==> config.mk <==
export PLATFORM = sky130hd
export DESIGN_NAME = nae_ctrl
export DESIGN_NICKNAME = d
export VERILOG_FILES = /design/src/rtl/nae_pkg.sv /design/src/rtl/nae_ctrl.sv
export SDC_FILE = /design/constraint.sdc
export NUM_CORES = 1
export LEC_CHECK = 0
export ABC_AREA = 1
export ABC_CLOCK_PERIOD_IN_PS = 1100
export BUFFER_PORTS_ARGS = -buffer_cell sky130_fd_sc_hd__buf_2
export CAP_MARGIN = 20
export CORE_MARGIN = 2
export CORE_UTILIZATION = 37
export DETAILED_ROUTE_END_ITERATION = 16
export HOLD_SLACK_MARGIN = 0.08
export PLACE_DENSITY = 0.66
export SETUP_SLACK_MARGIN = 0.3
export SLEW_MARGIN = 30
export SYNTH_ARGS = -nofsm -noshare
export SYNTH_HDL_FRONTEND = slang
export SYNTH_SLANG_ARGS = --single-unit
==> constraint.sdc <==
create_clock -name clock -period 1.1 [get_ports clock]
set_input_delay 0.11 -clock clock [delete_from_list [all_inputs] [get_ports clock]]
set_output_delay 0.11 -clock clock [all_outputs]
set_load 0.05 [all_outputs]
==> src/rtl/nae_pkg.sv <==
`default_nettype none
// ----------------------------------------------------------------------------
// nae_pkg: shared types for the no-adjacent-equal rearranger
// Transfer payloads, status codes and the controller/datapath interface.
// ----------------------------------------------------------------------------
package nae_pkg;

   localparam int LETTER_W = 5;
   localparam int SYMBOL_W = 5;
   localparam int STATUS_W = 2;

   localparam logic OP_APPEND = 1'b0;
   localparam logic OP_PULL   = 1'b1;

   localparam logic [STATUS_W-1:0] STATUS_OK         = 2'd0;
   localparam logic [STATUS_W-1:0] STATUS_IMPOSSIBLE = 2'd1;
   localparam logic [STATUS_W-1:0] STATUS_EMPTY      = 2'd2;

   typedef struct packed {
      logic                operation;
      logic [SYMBOL_W-1:0] symbol;
   } req_type;

   typedef struct packed {
      logic [STATUS_W-1:0] status;
      logic [LETTER_W-1:0] letter;
      logic                last;
   } rsp_type;

   // controller -> datapath
   typedef struct packed {
      logic append;
      logic scan_init;
      logic scan_step;
      logic write_a;
      logic write_b;
      logic write_single;
      logic set_failed;
      logic set_computed;
      logic emit;
   } cmd_type;

   // datapath -> controller
   typedef struct packed {
      logic computed;
      logic len_zero;
      logic idx_last;
      logic best_vld;
      logic sec_vld;
      logic best_gt1;
      logic rsp_free;
   } sts_type;

endpackage : nae_pkg
`default_nettype wire

==> src/rtl/nae_ctrl.sv <==
`default_nettype none
// ----------------------------------------------------------------------------
// nae_ctrl: sequencing controller
// Accepts one request at a time and steps the datapath through the count
// scan, the result store writes and the result emission.
// ----------------------------------------------------------------------------
module nae_ctrl (
   input  wire logic             clock,
   input  wire logic             reset,
   input  wire logic             req_valid,
   input  wire logic             req_operation,
   output      logic             req_stall,
   output      nae_pkg::cmd_type cmd,
   input  wire nae_pkg::sts_type sts
);

   typedef enum logic [6:0] {
      ST_IDLE   = 7'b0000001,
      ST_SCAN   = 7'b0000010,
      ST_DECIDE = 7'b0000100,
      ST_WRA    = 7'b0001000,
      ST_WRB    = 7'b0010000,
      ST_FETCH  = 7'b0100000,
      ST_EMIT   = 7'b1000000
   } state_type;

   state_type state_ff, state_in;

   assign req_stall = (state_ff != ST_IDLE);

   always_comb begin
      state_in = state_ff;
      cmd      = '0;
      unique case (state_ff)
         ST_IDLE: begin
            if (req_valid) begin
               if (req_operation == nae_pkg::OP_APPEND) begin
                  cmd.append = 1'b1;
               end else if (!sts.computed && !sts.len_zero) begin
                  cmd.scan_init = 1'b1;
                  state_in      = ST_SCAN;
               end else begin
                  state_in = ST_FETCH;
               end
            end
         end
         ST_SCAN: begin
            cmd.scan_step = 1'b1;
            if (sts.idx_last) state_in = ST_DECIDE;
         end
         ST_DECIDE: begin
            if (!sts.best_vld) begin
               cmd.set_computed = 1'b1;
               state_in         = ST_FETCH;
            end else if (!sts.sec_vld) begin
               // one letter left: fits only if a single copy remains
               cmd.set_computed = 1'b1;
               cmd.set_failed   = sts.best_gt1;
               cmd.write_single = !sts.best_gt1;
               state_in         = ST_FETCH;
            end else begin
               state_in = ST_WRA;
            end
         end
         ST_WRA: begin
            cmd.write_a = 1'b1;
            state_in    = ST_WRB;
         end
         ST_WRB: begin
            cmd.write_b   = 1'b1;
            cmd.scan_init = 1'b1;
            state_in      = ST_SCAN;
         end
         ST_FETCH: begin
            state_in = ST_EMIT;
         end
         ST_EMIT: begin
            if (sts.rsp_free) begin
               cmd.emit = 1'b1;
               state_in = ST_IDLE;
            end
         end
         default: begin
            state_in = ST_IDLE;
         end
      endcase
   end

   always_ff @(posedge clock) begin
      if (reset) begin
         state_ff <= ST_IDLE;
      end else begin
         state_ff <= state_in;
      end
   end

endmodule : nae_ctrl
`default_nettype wire

==> reports/metrics.yaml, run 1 <==
dieWidth_microns: 42.1
die_area_sq_um: 1770
io_buffers: 20
insertion_delay_ns: 0.25
setup_viol: 16
top_layer_used: "met4"
grtUsageTotal_pct: 18.9
layout_common_cells: "buf_4, nor2_4, buf_2, buf_6"
nNetsFinal: 142
hp-start: "reset"
drtPass1Iterations: 3
syn_nets: 93
final_common_cell: "buf_4"
r2r_end: "state_ff[1]$_SDFFE_PP0P_"
grt_pass1_vias: 684
drt-total-wl_mm: 1.70
maxSlewHeadroom_pct: 86.0
start_util_pct: 40.2
cp_num_buf_inv: 1
period_minus_slack_ns: 1.49
placementRows: 13
drtAntennaViolNets: 0
max_freq_mhz: 670
crit_slowest_cell: "dfxtp_2"
post-route-period-util_pct: 136
p_int_mw: 0.702
synth_area_per_cell_sq_um: 6.55
power_density_nw_per_um2: 1030
antenna_found_initial: 0
yosysWarningCount: 0
synthesis.area_sq_um: 537
cp_cell_sequence: "nor2_4, nand2_4, nor2_8, nand4_1, nand2_4, buf_8"
tightest_slew_ns: 0.209
regMostFlops: "state_ff"
ioPinCount: 21
routed_via_density: 4.70
area_delta_synth_final_pct: 108
core_sq_um: 1330
p_comb_share_pct: 54.7
power.switching_mw: 0.447
synth-seq-area-share_pct: 26.1
reg_top3: "state_ff: 7 flops"
crit_path_max_incr_delay_ns: 0.34
max_cap_violations: 0
worstPathArrival_ns: 1.38
start_kind: "flip-flop"
p_sw_share_pct: 38.9
rsz0062_at_grt: "true"
setup_ws_ns: -0.392
leakage_nw: 0.519
die_h_microns: 42.1
layout-drive-gt1-share_pct: 73.1
vias: 681
dr_wl_met2_mm: 1.02
drc: 0
violations: "setup timing"
hold_path.class: "primary input to flip-flop"
clkTransAtPathRegs_ns: 0.05
cts_buffer_depth: 2
gp_congestion: 0.808
synthCells: 82
r2r_setup_slack_ns: -0.32
cts_sinks: 7
first_iter_violations: 7
hold_path_depth: 2
cts_buffers: 3
slew_violations: 0
placed_cells: 128
cts_root_buf: "clkbuf_4"
cts_tree: "done"
dr_wl_met3_microns: 39
grt_max_degree: 7
r2r_start: "state_ff[4]$_SDFFE_PP0P_"
finClkSkew_ns: 0.00478
synth-seq-cells: 7
final.fill_count: 86
cp_common_cell: "nand2_4"
status: "finished, violations left"
worst-setup-path-type: "flip-flop to primary output"
p_seq_share_pct: 25.6
wl_met1_microns: 630
grt_pass1_wl_mm: 2.57
total_power_mw: 1.15
hold_path_end: "state_ff[4]$_SDFFE_PP0P_"
reg2reg_depth: 9
wl_per_cell_microns: 11.7
fin_cells: 145
diodes: 0
cp_max_fo: 5
grt_overflow: 0
hold_viol: 0
critPathRequiredTime_ns: 0.99
hold_ws_ns: 0.103
ir_worst_vdd_mv: 0.727
largest_reg_flops: 7
clkPwrFrac_pct: 19.7
dp_hpwl_mm: 1.09
htree_levels: 1
worst_setup_path_end_kind: "primary output"
yosysUniqueCellTypes: 21
critPathTopFamily: "simple AND/OR/NAND/NOR gates"
cts_hold_buf: 0
[synth_stat cells]
master | instances | area, sq um
nor4_1 | 1 | 6.26
nand2_4 | 1 | 11.3
dfxtp_1 | 7 | 140
a21oi_1 | 1 | 5.00
nand3b_1 | 1 | 7.51
nor3_1 | 1 | 5.00
nand3_1 | 5 | 25.0
nor4_2 | 1 | 12.5
o21ai_1 | 1 | 5.00
nand2_2 | 3 | 18.8
nor2_8 | 1 | 20.0
nor2_2 | 5 | 31.3
o21ai_2 | 1 | 8.76
nand3_4 | 1 | 17.5
nand2_1 | 13 | 48.8
inv_1 | 17 | 63.8
inv_2 | 2 | 7.51
nand4_1 | 1 | 6.26
inv_4 | 1 | 6.26
nor2_1 | 15 | 56.3
nor2_4 | 3 | 33.8
[worst max-delay path by stage]
stage | to | startpoint | depth (start not counted) | slack (ns)
after floorplan | cmd[3] | state_ff[4]$_SDFFE_PP0P_ | 5 | -0.27
after global placement | cmd[7] | state_ff[0]$_SDFFE_PP1P_ | 7 | -0.24
after detailed placement | cmd[7] | state_ff[0]$_SDFFE_PP1P_ | 7 | -0.28
after CTS | cmd[3] | state_ff[0]$_SDFFE_PP1P_ | 6 | -0.38
after global routing | cmd[7] | state_ff[0]$_SDFFE_PP1P_ | 7 | -0.49
final | cmd[7] | state_ff[4]$_SDFFE_PP0P_ | 6 | -0.39
[power groups by stage]
stage / combinational (mW) / clock, mW / sequential, mW
after floorplan: 0.310 / 0 / 0.292
after CTS: 0.550 / 0.233 / 0.298
final: 0.628 / 0.227 / 0.294
after global routing: 0.668 / 0.254 / 0.295
after global placement: 0.424 / 0 / 0.293
after detailed placement: 0.430 / 0 / 0.294
[stage by stage]
step | setup WS (ns) | instance area (sq um) | utilization (%) | TNS (ns)
floorplan | -0.271 | 609 | - | -0.931
global placement | -0.237 | 811 | 60.8 | -1.81
detailed placement | -0.275 | 811 | 60.8 | -2.09
CTS | -0.381 | 1040 | 78.1 | -4.46
global route | -0.487 | 1120 | 83.9 | -5.90
finish | -0.392 | 1120 | 83.9 | -4.73
[layer usage]
metal | track usage (%) | up-vias
li1 | - | 346
met1 | 18.4 | 316
met2 | 37.5 | 17
met3 | 2.16 | 2
met4 | 10.6 | 0
met5 | 0 | -
[kinds of logic after synthesis]
logic type      count (synthesis)  synth area share, %
flops                           7                 26.1
compound gates                  3                 3.50
simple gates                   52                 55.9
buf+inv                        20                 14.5
[layout make-up]
| class | count | area (sq um) | share of cell area, % |
|---|---|---|---|
| Clock buffer | 4 | 26.3 | 2.35 |
| Tap cell | 15 | 18.8 | 1.68 |
| Sequential cell | 7 | 155 | 13.9 |
| Multi-Input combinational cell | 55 | 428 | 38.3 |
| Timing Repair Buffer | 44 | 395 | 35.3 |
| Inverter | 20 | 95.1 | 8.50 |
[worst register-to-register path: stages (launching register included)]
cell and delay [ns]:
dfxtp_2 0.34, nor2_4 0.12, nand2_4 0.09, nor2_8 0.17, nand4_1 0.18, buf_4 0.19, buf_6 0.10, nand3b_1 0.08
nand2_1 0.06, inv_1 0.05
[timing repair]
item,4_1_cts,5_1_grt
setup buffers,9,4
setup endpoints to repair,17,17
pin swaps,8,7
gates resized for setup,41,14
Note: power is estimated with default switching activity, not from simulation.
==> run 2, diff against run 1 <==
--- a/config.mk
+++ b/config.mk
@@ -5,7 +5,6 @@
 export SDC_FILE = /design/constraint.sdc
 export NUM_CORES = 1
 export LEC_CHECK = 0
-export ABC_AREA = 1
 export ABC_CLOCK_PERIOD_IN_PS = 1100
 export BUFFER_PORTS_ARGS = -buffer_cell sky130_fd_sc_hd__buf_2
 export CAP_MARGIN = 20
@@ -13,7 +12,7 @@
 export CORE_UTILIZATION = 37
 export DETAILED_ROUTE_END_ITERATION = 16
 export HOLD_SLACK_MARGIN = 0.08
-export PLACE_DENSITY = 0.66
+export PLACE_DENSITY = 0.78
 export SETUP_SLACK_MARGIN = 0.3
 export SLEW_MARGIN = 30
 export SYNTH_ARGS = -nofsm -noshare
==> reports/metrics.yaml, run 2 <==
cts_root_buf: "clkbuf_4"
max_freq_mhz: 496  # -26%
leakage_nw: 0.523  # +0.75%
tightest_slew_ns: 0.534  # +0.325 ns
clkTransAtPathRegs_ns: 0.06  # about the same
area_delta_synth_final_pct: 137
reg_top3: "state_ff: 7 flops"
cp_cell_sequence: "or4_4, nor3_4, inv_4, buf_6, nor3b_4, buf_6"
hp-start: "reset"
worstPathArrival_ns: 1.91  # +0.53 ns
yosysMostFrequentCell: "dfxtp_1"
start_kind: "flip-flop"
vias: 792  # +16%
die_h_microns: 40.9  # -2.9%
largest_reg_flops: 7  # unchanged
synth_area_per_cell_sq_um: 7.62  # +16%
cp-startpoint: "state_ff[2]$_SDFFE_PP0P_"
gp_congestion: 0.795  # -1.6%
hold_path.class: "primary input to flip-flop"
dieWidth_microns: 40.9  # -2.9%
nNetsFinal: 131  # -7.7%
worst_setup_path_end_kind: "primary output"
grt_pass1_vias: 703  # +2.8%
synthCells: 66  # -20%
ir_worst_vdd_mv: 0.868  # +19%
regMostFlops: "state_ff"
layout-drive-gt1-share_pct: 73.1  # about the same
r2r_start: "state_ff[5]$_SDFFE_PP0P_"
dp_hpwl_mm: 1.31  # +21%
finClkSkew_ns: 0.00485  # +0.0000735 ns
synth_area_leader_cell: "dfxtp_1"
crit_slowest_cell: "or4_4"
crit_path_max_incr_delay_ns: 0.56  # +0.22 ns
grt_max_degree: 9  # +2
synth_edf_count: 0  # unchanged
core_sq_um: 1280  # -3.7%
r2r_end: "state_ff[5]$_SDFFE_PP0P_"
cts_tree: "done"
final_common_cell: "buf_6"
cts_buffers: 3  # unchanged
critPathRequiredTime_ns: 0.99  # about the same
antenna_found_initial: 0  # unchanged
drtPass1Iterations: 4  # +1
layout_common_cells: "buf_6, buf_4, buf_2"
io_buffers: 20  # unchanged
grt_overflow: 0  # unchanged
period_minus_slack_ns: 2.02  # +0.523 ns
wl_per_cell_microns: 20.0  # +70%
grt_pass1_wl_mm: 3.03  # +18%
synth_common_cells: "dfxtp_1, nor2_1, nand2_1, nor3b_1"
placementRows: 13  # unchanged
hold_viol: 0  # unchanged
start_util_pct: 39.1  # -1.1 points
r2r_setup_slack_ns: -0.64  # -0.32 ns
reg2reg_depth: 7  # -2
diodes: 0  # unchanged
cts_sinks: 7  # unchanged
max_cap_violations: 0  # unchanged
async_reset_ff_share_pct: 0  # unchanged
die_area_sq_um: 1670  # -5.7%
cp_max_fo: 3  # -2
first_iter_violations: 20  # +13
htree_levels: 1  # unchanged
grtUsageTotal_pct: 29.3  # +10 points
post-route-period-util_pct: 183  # +48 points
hold_path_end: "state_ff[5]$_SDFFE_PP0P_"
power_density_nw_per_um2: 1260  # +23%
synth-seq-cells: 7  # unchanged
synthFlopType: "dfxtp_1"
ioPinCount: 21  # unchanged
drtAntennaViolNets: 0  # unchanged
slew_violations: 0  # unchanged
maxSlewHeadroom_pct: 63.9  # -22 points
total_power_mw: 1.50  # +31%
cp_common_cell: "buf_6"
synthesis.area_sq_um: 503  # -6.3%
drt-total-wl_mm: 2.68  # +57%
rsz0062_at_grt: "true"
violations: "setup timing"
setup_viol: 16  # unchanged
postPlaceCellArea_sq_um: 831  # +2.5%
synthTopCellsByArea: "dfxtp_1, nor3b_1, nor4_1, nor2_1, a21oi_1"
hold_path_depth: 2  # unchanged
synth_top_area_share_pct: 27.9  # +1.8 points
worst-setup-path-type: "flip-flop to primary output"
insertion_delay_ns: 0.26  # about the same
synth-seq-area-share_pct: 27.9  # +1.8 points
finalInstanceArea_sq_um: 1190  # +6.4%
setup_ws_ns: -0.915  # -0.523 ns
syn_nets: 77  # -17%
status: "finished, violations left"
drc: 0  # unchanged
yosysUniqueCellTypes: 29  # +38%
cts_buffer_depth: 2  # unchanged
routed_via_density: 5.91  # +26%
yosysWarningCount: 0  # unchanged
run 2: changes by cell type after synthesis, sizes merged, moves of 3 or more:
cell | before | now
inv | 20 | 5
nor3b | 0 | 5
a21oi | 1 | 4
nand2 | 17 | 5
nand3 | 6 | 3
nor2 | 24 | 6
nor3 | 1 | 5
run 2: cell families (layout without fill, tap and decap cells):
kind of cell	count (synthesis)	after routing	synth area share, %
flops	7	7	27.9
buf+inv	9	62	7.21
simple gates	34	34	39.1
compound gates	15	15	23.9
mux	1	1	1.99
run 2: metal layers:
layer | vias to the layer above | GRT usage [%] | wire (microns)
met1 | 367 | 24.7 | 933
met5 | - | 0 | 0
met2 | 47 | 58.2 | 1400
met3 | 24 | 6.52 | 169
li1 | 354 | - | -
met4 | 0 | 20.0 | 182
run 2: worst max path at each step:
stage / slack [ns] / cells past startpoint / endpoint
after floorplan: -1.04 / 5 / cmd[7]
after global placement: -0.73 / 5 / cmd[7]
after detailed placement: -0.78 / 5 / cmd[7]
after CTS: -0.92 / 5 / cmd[7]
after global routing: -0.97 / 6 / cmd[8]
final: -0.92 / 6 / cmd[8]
run 2: area by class of cell:
cell class | instances | area (sq um)
multi-input combinational | 50 | 490
timing repair buffer | 53 | 474
sequential | 7 | 148
fill | 45 | 95.1
inverter | 5 | 32.5
clock buffer | 4 | 26.3
tap | 15 | 18.8
run 2: timing repair:
item                       CTS  global route
gates resized for setup     36            23
hold buffers                 0             0
buffers inserted             7             9
pin swaps                   10            13
setup endpoints to repair   17            17
run 2: power breakdown:
group	switching, mW	internal, mW
Clock	0.114	0.140
Sequential	0.0299	0.278
Combinational	0.489	0.452
Total	0.633	0.870
run 2: stage by stage:
step / instances / util, % / TNS, ns / setup WS (ns) / hold slack (ns)
floorplan: 66 / - / -7.86 / -1.04 / 0.176
global placement: 114 / 64.7 / -7.30 / -0.727 / 0.381
detailed placement: 114 / 64.7 / -7.90 / -0.777 / 0.390
CTS: 125 / 80.0 / -9.74 / -0.923 / 0.157
global route: 134 / 92.6 / -11.38 / -0.975 / 0.154
finish: 134 / 92.6 / -10.71 / -0.915 / 0.140
run 2: worst max-delay path, delay by kind of cell (launching register included):
kind / cells / cell delay, ns
flops: 1 / 0.32
buf+inv: 3 / 0.38
simple gates: 3 / 0.94
